`config.mk`:
```
export PLATFORM = sky130hd
export DESIGN_NAME = fdr_sqrt_cell
export DESIGN_NICKNAME = d
export VERILOG_FILES = /design/src/fdr_pkg.sv /design/src/fdr_sqrt_cell.sv
export SDC_FILE = /design/constraint.sdc
export NUM_CORES = 1
export LEC_CHECK = 0
export BUFFER_PORTS_ARGS = -buffer_cell sky130_fd_sc_hd__buf_2
export CAP_MARGIN = 25
export CORE_MARGIN = 2
export CORE_UTILIZATION = 28
export DETAILED_ROUTE_END_ITERATION = 7
export PLACE_DENSITY = 0.55
export RECOVER_POWER = 25
export SETUP_SLACK_MARGIN = 0.15
export SLEW_MARGIN = 10
export SYNTH_ARGS = -nofsm -noshare
export SYNTH_HDL_FRONTEND = slang
export SYNTH_SLANG_ARGS = --single-unit
export TNS_END_PERCENT = 10
```
`constraint.sdc`:
```
create_clock -name clk_i -period 0.8 [get_ports clk_i]
set_input_delay 0.16 -clock clk_i [delete_from_list [all_inputs] [get_ports clk_i]]
set_output_delay 0.16 -clock clk_i [all_outputs]
set_load 0.05 [all_outputs]
```
`src/fdr_pkg.sv`:
```
package fdr_pkg;

  localparam int unsigned SqrtSteps = 32;
  localparam int unsigned DivSteps  = 24;
  localparam int unsigned D1W       = 33;
  localparam int unsigned D2W       = 49;

  // data that rides along the square root chain
  typedef struct packed {
    logic        tir;
    logic [16:0] cu;
    logic [15:0] q;
    logic [31:0] psq;
  } sq_side_t;

  // data that rides along the divider chain
  typedef struct packed {
    logic tir;
    logic eq1;
    logic eq2;
  } dv_side_t;

endpackage

```
`src/fdr_sqrt_cell.sv`:
```
module fdr_sqrt_cell (
  input  logic              clk_i,
  input  logic              rst_ni,
  input  logic              en_i,
  input  logic              valid_i,
  input  fdr_pkg::sq_side_t side_i,
  input  logic [63:0]       rad_i,
  input  logic [33:0]       rem_i,
  input  logic [31:0]       root_i,
  output logic              valid_o,
  output fdr_pkg::sq_side_t side_o,
  output logic [63:0]       rad_o,
  output logic [33:0]       rem_o,
  output logic [31:0]       root_o
);

  logic [35:0] rem_sh;
  logic [35:0] trial;
  logic        ge;
  logic [35:0] rem_n;

  // one root bit per cell: bring down two radicand bits, try 4*root+1
  always_comb begin
    rem_sh = {rem_i, rad_i[63:62]};
    trial  = {2'b00, root_i, 2'b01};
    ge     = rem_sh >= trial;
    rem_n  = ge ? rem_sh - trial : rem_sh;
  end

  always_ff @(posedge clk_i or negedge rst_ni) begin
    if (!rst_ni) begin
      valid_o <= 1'b0;
    end else if (en_i) begin
      valid_o <= valid_i;
    end
  end

  always_ff @(posedge clk_i) begin
    if (en_i) begin
      side_o <= side_i;
      rad_o  <= {rad_i[61:0], 2'b00};
      rem_o  <= rem_n[33:0];
      root_o <= {root_i[30:0], ge};
    end
  end

endmodule

```
* Yosys cells after proc, flatten, opt, wreduce, memory -nomap -nowiden
Index checks and enable logic that the tools add are counted.
** Cells by class
- $add $sub $neg :: 1
- $lt $le $gt $ge :: 1
- Mux-type cells :: 1
** Operator list (count)
- $ge 36x34->1 :: 1
- $mux 34 :: 1
- $sub 34x34->34 :: 1
** Storage, ports and cells
- Register bits after elaboration :: 195
- Input bits :: 200
- Output and inout port bits :: 197
- Logic and storage cells :: 11

* Logic depth before layout (Yosys ltp)
Gate-level depths: netlist of the first run.
- Depth after elaboration :: 2
- Gate-level depth with buffers :: 13
- Gate-level depth less buffers :: 10

* Worst setup path before layout of the first run
OpenSTA, ideal clock, no wires.
- Path type :: input to register
- Start :: in root_i[9]
- End :: reg rem_o[27], data pin
- Setup time :: 0.260 ns
- Arrival time :: 2.142 ns
- Required time :: 0.540 ns
- Path slack :: -1.603 ns
- Cell stages on the path :: 10
- Buffers on the path :: 0
- Path through :: inv_1 ha_1 a21o_1 a31o_1 a211oi_4 o211ai_2 a21bo_2 mux2i_1 o221ai_1 mux2_4
** Between the ends
- Cells in the longest elaborated chain, start to end :: 2
- Elaborated cells between the ends (all ways) :: 3
- Those cells by class :: 1 x add/sub; 1 x order compare; 1 x mux
** Ends and longest elaborated chain
- from (decl) :: RTL line fdr_sqrt_cell.sv:9 : input logic [31:0] root_i,
- $sub 34x34->34 / $ge 36x34->1 (equally long branches) :: RTL line fdr_sqrt_cell.sv:27, fdr_sqrt_cell.sv:26
- $mux 34 * :: RTL line fdr_sqrt_cell.sv:27 : rem_n = ge ? rem_sh - trial : rem_sh;
- via rem_n[27] :: RTL line fdr_sqrt_cell.sv:20 : logic [35:0] rem_n;
- to (signal assigned) :: RTL line fdr_sqrt_cell.sv:42 : rem_o <= rem_n[33:0];
- to (decl) :: RTL line fdr_sqrt_cell.sv:13 : output logic [33:0] rem_o,
The timed path passes the listed nets; every way through them passes the cells marked *.
A chain may end at the register's enable or synchronous reset.

* Worst setup path after layout of the first run
- Start :: in rem_i[8]
- End :: reg rem_o[33], data pin
** Between the ends
- Cells in the longest elaborated chain, start to end :: 2
- Elaborated cells between the ends (all ways) :: 3
- Those cells by class :: 1 x add/sub; 1 x order compare; 1 x mux
** Ends and longest elaborated chain
- from (decl) :: RTL line fdr_sqrt_cell.sv:8 : input logic [33:0] rem_i,
- $sub 34x34->34 / $ge 36x34->1 (equally long branches) :: RTL line fdr_sqrt_cell.sv:27, fdr_sqrt_cell.sv:26
- $mux 34 * :: RTL line fdr_sqrt_cell.sv:27
- via rem_n[33] :: RTL line fdr_sqrt_cell.sv:20
Marks and branches as above.

==> key figures, run 1 <==
Pwr
  • Clk network pwr share: between 20% and 30%
  • Pleak: 6.93 nW
  • Peak supply drop: about 1.1 mV
  • Seq pwr share: about two fifths
  • Power per cell area: between 2000 and 2500 mW/mm2
  • Net Switching: between 10 and 15 mW
  • Pint: around 21 mW
  • Sw frac: around a third
  • Comb power frac: approximately 33%

STA
  • Slew @ Worst Pin: 0.522 ns
  • Post-route setup TNS: -111.39 ns
  • Hold WS: -0.0405 ns
  • Fin. Hold Viols: 2
  • RSZ-0062 raised after global routing: true
  • Slew headroom: between 60 and 70%
  • Skew final: 0 ns
  • Min Tclk post-route: approximately 2.1 ns
  • Slew Limit Fails: 0
  • Fmax: about 480 MHz
  • Tcrit/Tclk final: 261%
  • Final setup fails: around 260
  • Setup ws final: -1.28 ns

Drt
  • DR vias/cell: roughly 4.4
  • Routed wirelength normalized by instance count: between 15 and 20 um
  • Initial DRC count: between 400 and 500
  • WL final: 31200 um
  • Drt pass-1 iters: 4
  • DR vias: 7443
  • Routed Antenna Nets: 0
  • DRC: 0

Synthesis
  • Most used DFF post-synth: edfxtp_1
  • Compound-cell area share of the yosys netlist: approximately 11%
  • Combinational family with the most area after synthesis: compound AO/OA/AOI/OAI gates
  • Post-synthesis mux area share: less than 1%
  • Cells after Synth: between 500 and 600
  • FFs w/ async S/R, synth: less than 1%
  • Adder-cell share of the synthesized area: slightly above 5%
  • Synthesized area per cell: about 14 um2
  • Yosys cell types: 64
  • Post-synth EDFFs: around 190
  • Syn Std Cell Area: about 0.0083 mm2
  • Synth Area in Simple Gates: under 10%
  • XOR/XNOR Fraction of Synth Area: between 2 and 3%
  • Ys Warns: 0
  • Yosys reg bits: 195
  • Sequential area share after synthesis: a little over two thirds

Floorplan
  • Die area: ~0.031 mm2
  • Starting Density: between 20% and 30%
  • Core ar.: approximately 0.029 mm2
  • Ports: a little under 400
  • Die Wd: between 150 and 200 um
  • Site Rows: 63
  • Die Ht: 177 um

Clocking
  • Clock Latency Late Sink: about 0.43 ns
  • CTS tree: yes
  • CTS root buf: clkbuf_16
  • # hold bufs at CTS: 160
  • Longest Clk Path Bufs: 2
  • Clock-pin slew on the worst setup and hold paths: 0.09 ns
  • CTS Sinks: just under 200
  • H-tree depth: 4
  • TritonCTS buffer count: 17

Global routing
  • First-pass GRT wire length: approximately 45000 um
  • Largest net degree at the start of global routing: 40
  • Vias in the first global route: approximately 7900
  • Tot GR Track Use: around a fifth
  • Total congestion overflow: 0
  • Initial antenna violation count: 6

Final layout
  • Final Net Count: approximately 1500
  • Commonest cells after routing, fill and taps aside: 203 x buf_6, 194 x edfxtp_1, 181 x buf_2, 157 x dlygate4sd3_1, 127 x buf_4
  • Final cell count without fillers: around 1700
  • Design area: about 0.016 mm2
  • Commonest non-fill, non-tap cell in the layout: buf_6
  • Layout cells sized above 1: a little over half
  • P&R area growth vs syn: 95.1%

Placed design
  • Placed cells: roughly 1500
  • RePlAce Congestion: roughly 0.77
  • DP Worst Slack: -1.94 ns
  • Port Buffers: around 400
  • Detailed Place HPWL: 20600 um
  • DP Area: roughly 0.012 mm2

Setup path
  • Worst EP arrival: roughly 2.3 ns
  • Crit path max-delay family: compound AO/OA/AOI/OAI gates
  • CP Capture Type: flop
  • Cells along the critical path: buf_6 -> ha_4 -> buf_6 -> nand4_1 -> nor2_2 -> a211oi_4 -> buf_4 -> a2111oi_4 -> o41ai_4 -> and4b_1 -> o41ai_4
  • Slowest library cell on the worst path: a2111oi_4
  • Crit Path Max Fanout: 5
  • Worst Path Required: around 1.1 ns
  • Buf/Inv on CP: 3
  • Cells on worst reg2reg path: 1
  • Setup slack, reg-to-reg: about 0.020 ns
  • Critical path type: in2reg
  • CP peak stage delay: roughly 0.38 ns
  • Reg-to-Reg Start: valid_o$_DFFE_PN0P_
  • Startpoint Class: primary input
  • Reg2Reg Capture Point: valid_o$_DFFE_PN0P_

Flow run
  • Max Cap Viol: 0

Run status
  • Run status: complete, but fails checks
  • Failing checks: negative hold slack, negative setup slack

Hold path
  • Min-Delay Path Class: in2reg
  • Worst Hold Launch: valid_i
  • Hold Path Stages: 2
  • Hold path endpoint: valid_o$_DFFE_PN0P_
==> synthesized netlist by cell type, types with 4 or more instances <==
library cell,number,share of area (%)
a21o_1,19,1.7
a21oi_1,28,1.7
a31oi_1,4,0.30
buf_2,6,0.36
clkbuf_1,4,0.18
edfxtp_1,194,70
ha_1,34,5.1
inv_1,42,1.9
mux2i_1,4,0.48
nand2_1,58,2.6
nand2b_1,5,0.38
nand3_1,6,0.36
nand4_1,6,0.45
nor2_1,18,0.81
nor3_1,10,0.60
o21ai_0,41,2.5
o21ai_1,4,0.24
o31ai_1,4,0.36
xnor2_1,14,1.5
xor2_1,13,1.4
==> worst max-delay path by stage <==
| stage | from | end | depth (start not counted) |
|---|---|---|---|
| global placement | root_i[3] | rem_o[33]$_DFFE_PP_ | 11 |
| CTS | root_i[4] | rem_o[33]$_DFFE_PP_ | 10 |
| finish | rem_i[8] | rem_o[33]$_DFFE_PP_ | 11 |
| detailed placement | root_i[3] | rem_o[33]$_DFFE_PP_ | 11 |
| global route | root_i[8] | rem_o[33]$_DFFE_PP_ | 12 |
| floorplan | root_i[9] | rem_o[27]$_DFFE_PP_ | 10 |
==> cells by family (layout without fill, tap and decap cells) <==
logic type               Yosys count  in the layout
AO/OA/AOI/OAI                    133            133
XOR/XNOR                          27             27
adder cells (fa/ha/maj)           34             34
buffers and inverters             59            777
flip-flops                       195            195
multiplexers                       6              6
other                              1              7
AND/OR/NAND/NOR                  120            120
==> power by group through the flow <==
stage	clock (mW)	combinational (mW)	sequential [mW]
3_3_place_gp	0	8.19	12.8
3_5_place_dp	0	8.22	12.9
5_1_grt	9.55	11.2	13.0
2_1_floorplan	0	1.89	16.2
6_report	8.91	10.7	12.9
4_1_cts	9.13	10.4	12.9
==> metal layers <==
layer  global-route usage [%]  vias up  part of all wire (%)
met5                        0        -                 0.029
met2                     36.0      255                    54
met1                     21.1     3565                    38
met4                     6.30        2                   2.1
li1                         -     3581                     -
met3                     4.91       40                   6.2
==> final cells by class <==
| type | instances | area (um2) |
|---|---|---|
| Sequential cell | 195 | 5850 |
| Multi-Input combinational cell | 322 | 2760 |
| Timing Repair Buffer | 702 | 6290 |
| Inverter | 43 | 226 |
| Clock inverter | 15 | 200 |
| Tap cell | 390 | 488 |
| Clock buffer | 17 | 425 |
| Fill cell | 2386 | 13200 |
| Antenna cell | 5 | 12.5 |
==> metrics by stage <==
stage	utilization [%]	total power, mW
floorplan	-	18.1
global route	55.1	33.8
detailed placement	40.6	21.1
CTS	54.0	32.4
finish	55.1	32.5
global placement	40.6	21.0
==> state kept, by name (all words and copies together), names as in the netlist <==
signal / flops
side_o: 66
root_o: 32
rem_o: 34
valid_o: 1
rad_o: 62
==> repair_timing <==
action | 4_1_cts | 5_1_grt
setup endpoints to repair | 231 | 234
buffers inserted | 12 | 8
resized for setup | 455 | 59
pin swaps | 31 | 31
gates cloned | 4 | 2
endpoints found under the hold margin | 162 | 3
No activity file was read; power rests on OpenSTA's default activity.
==> run 2: changes to the inputs <==
Settings changed: PLACE_DENSITY 0.55 to 0.53.
Clock period 0.8 ns to 2.1 ns, I/O delays scaled along.
==> run 2 against run 1 <==
Setup slack better by 1.1 ns. Clock-buffer cell count did not move. First-iteration DRC count decreased by 35%. Sequential share of layout area grew 9.6 points. Core utilization shrank 12 points. Worst hold slack gained 0.19 ns. The run ends with negative setup slack left. Cell count decreased by 11%.
==> key figures, run 2 (synthesis gave the netlist of run 1 again) <==
Final layout
  • Final core occ: 43.6%
  • Register with the most flip-flops: side_o
  • Biggest regs: side_o x66, rad_o x62, rem_o x34
  • Final cell count without fillers: approximately 1500
  • Commonest cells after routing, fill and taps aside: 383 x buf_2, 194 x edfxtp_1, 120 x buf_4, 56 x nand2_1, 34 x inv_1
  • Multi-input logic area: roughly 0.0026 mm2
  • Commonest non-fill, non-tap cell in the layout: buf_2
  • Largest register FFs: between 60 and 70
  • Register area: between 0.005 and 0.006 mm2
  • Final Net Count: ~1300
  • P&R area growth vs syn: 54.2%
  • Layout cells sized above 1: between 50 and 60%
  • # fillers: 2793
  • Design area: ~0.013 mm2

Pwr
  • Power per cell area: between 800 and 900 mW/mm2
  • Seq pwr share: approximately 43%
  • Pleak: around 5.7 nW
  • Comb power frac: 28.5%
  • Peak supply drop: approximately 0.46 mV
  • Tot Pwr: around 11 mW
  • Clk network pwr share: between 20 and 30%
  • Sw frac: 34.8%
  • Pint: 7.34 mW
  • Net Switching: roughly 4 mW

Drt
  • Initial DRC count: 275
  • Routed wirelength normalized by instance count: 16.8 um
  • DRC: 0
  • WL final: approximately 25000 um
  • Drt pass-1 iters: 4
  • DR vias/cell: approximately 4.3
  • Routed Antenna Nets: 0
  • DR vias: 6509

STA
  • Skew final: 0 ns
  • Hold WS: 0.150 ns
  • Slew Limit Fails: 0
  • Post-route setup TNS: -2.95 ns
  • Tcrit/Tclk final: 109%
  • Setup ws final: -0.180 ns
  • Final setup fails: 34
  • Fmax: about 440 MHz
  • Fin. Hold Viols: 0
  • RSZ-0062 raised after global routing: true
  • Min Tclk post-route: between 2 and 2.5 ns

Placed design
  • Placed cells: ~1500
  • DP Worst Slack: -1.00 ns
  • Port Buffers: slightly below 400
  • RePlAce Congestion: approximately 0.77
  • Detailed Place HPWL: slightly above 20000 um
  • DP Area: roughly 0.012 mm2

Clocking
  • Clock Latency Late Sink: approximately 0.43 ns
  • H-tree depth: 4
  • TritonCTS buffer count: 17
  • Clock-pin slew on the worst setup and hold paths: 0.08 ns
  • CTS root buf: clkbuf_16
  • CTS tree: yes
  • Longest Clk Path Bufs: 2
  • CTS Sinks: 195

Setup path
  • Worst EP arrival: roughly 2.5 ns
  • CP peak stage delay: 0.36 ns
  • CP Capture Type: flop
  • Critical path type: in2reg
  • Slowest library cell on the worst path: or3_1
  • Startpoint Class: primary input
  • Buf/Inv on CP: 2
  • CP startpoint: root_i[3]
  • Reg-to-Reg Start: valid_o$_DFFE_PN0P_
  • Crit path max-delay family: compound AO/OA/AOI/OAI gates
  • Crit Path Max Fanout: 6
  • Worst Path Required: around 2.3 ns
  • Cells along the critical path: buf_6 -> inv_12 -> ha_4 -> a21o_1 -> or3_1 -> o21a_4 -> a311oi_4 -> o21ai_4 -> a31oi_4 -> mux2i_1 -> a31o_1

Floorplan
  • Site Rows: 63
  • Die Ht: 177 um
  • Die area: around 0.031 mm2
  • Starting Density: between 20% and 30%
  • Core ar.: between 0.02 and 0.03 mm2
  • Ports: 397
  • Die Wd: roughly 180 um

Global routing
  • First-pass GRT wire length: 36700 um
  • Initial antenna violation count: 3
  • Vias in the first global route: approximately 6500
  • Tot GR Track Use: between 10% and 20%
  • Total congestion overflow: 0
  • Largest net degree at the start of global routing: 35

Flow run
  • Max Cap Viol: 0

Hold path
  • Worst Hold Launch: side_i[56]
  • Min-Delay Path Class: in2reg

Run status
  • Run status: complete, but fails checks
  • Failing checks: negative setup slack
run 2: cell count changes in the layout (fill, tap and decap cells not counted), sizes merged, moves of 2 or more:
cell           before  now
buf               533  519
clkbuf             26   20
clkdlybuf4s25       2    0
diode               5    1
dlygate4sd3       157    1
run 2: layout make-up:
cell class	count	area share (%)
inverters	43	1.55
multi-input cells	322	20.4
clock inverters	14	1.26
repair buffers	523	24.1
flip-flops and latches	195	45.5
well taps	390	3.80
clock buffers	17	3.31
diodes	1	0.0195
run 2: path summary, 6_finish.rpt:
kind | cells after the start | slack [ns] | endpoint
worst max-delay path | 11 | -0.18 | rem_o[26]$_DFFE_PP_
worst min-delay path | 1 | 0.15 | side_o[56]$_DFFE_PP_
worst max register to register | 1 | 1.36 | valid_o$_DFFE_PN0P_
worst min register to register | 1 | 0.51 | valid_o$_DFFE_PN0P_
max in group asynchronous | 2 | 1.68 | valid_o$_DFFE_PN0P_
min in group asynchronous | 2 | 0.34 | valid_o$_DFFE_PN0P_
run 2: what timing repair did:
item | CTS | global route
pin swaps | 28 | 16
setup buffers | 5 | 3
endpoints found under the hold margin | 1 | 0
gates resized for setup | 59 | 26
hold buffers | 1 | 0
setup endpoints to repair | 35 | 35
run 2: per-layer routing:
metal	global-route usage, %	share of wire (%)
met1	17.8	40
met3	4.78	7.0
met4	4.61	1.4
met2	27.8	52
met5	0	0.13
run 2: power groups by stage:
stage          Clock (mW)  Combinational, mW  Sequential, mW
2_1_floorplan           0              0.697            6.18
3_3_place_gp            0               3.08            4.88
3_5_place_dp            0               3.10            4.88
4_1_cts              3.36               3.20            4.80
5_1_grt              3.50               3.40            4.83
6_report             3.24               3.21            4.79
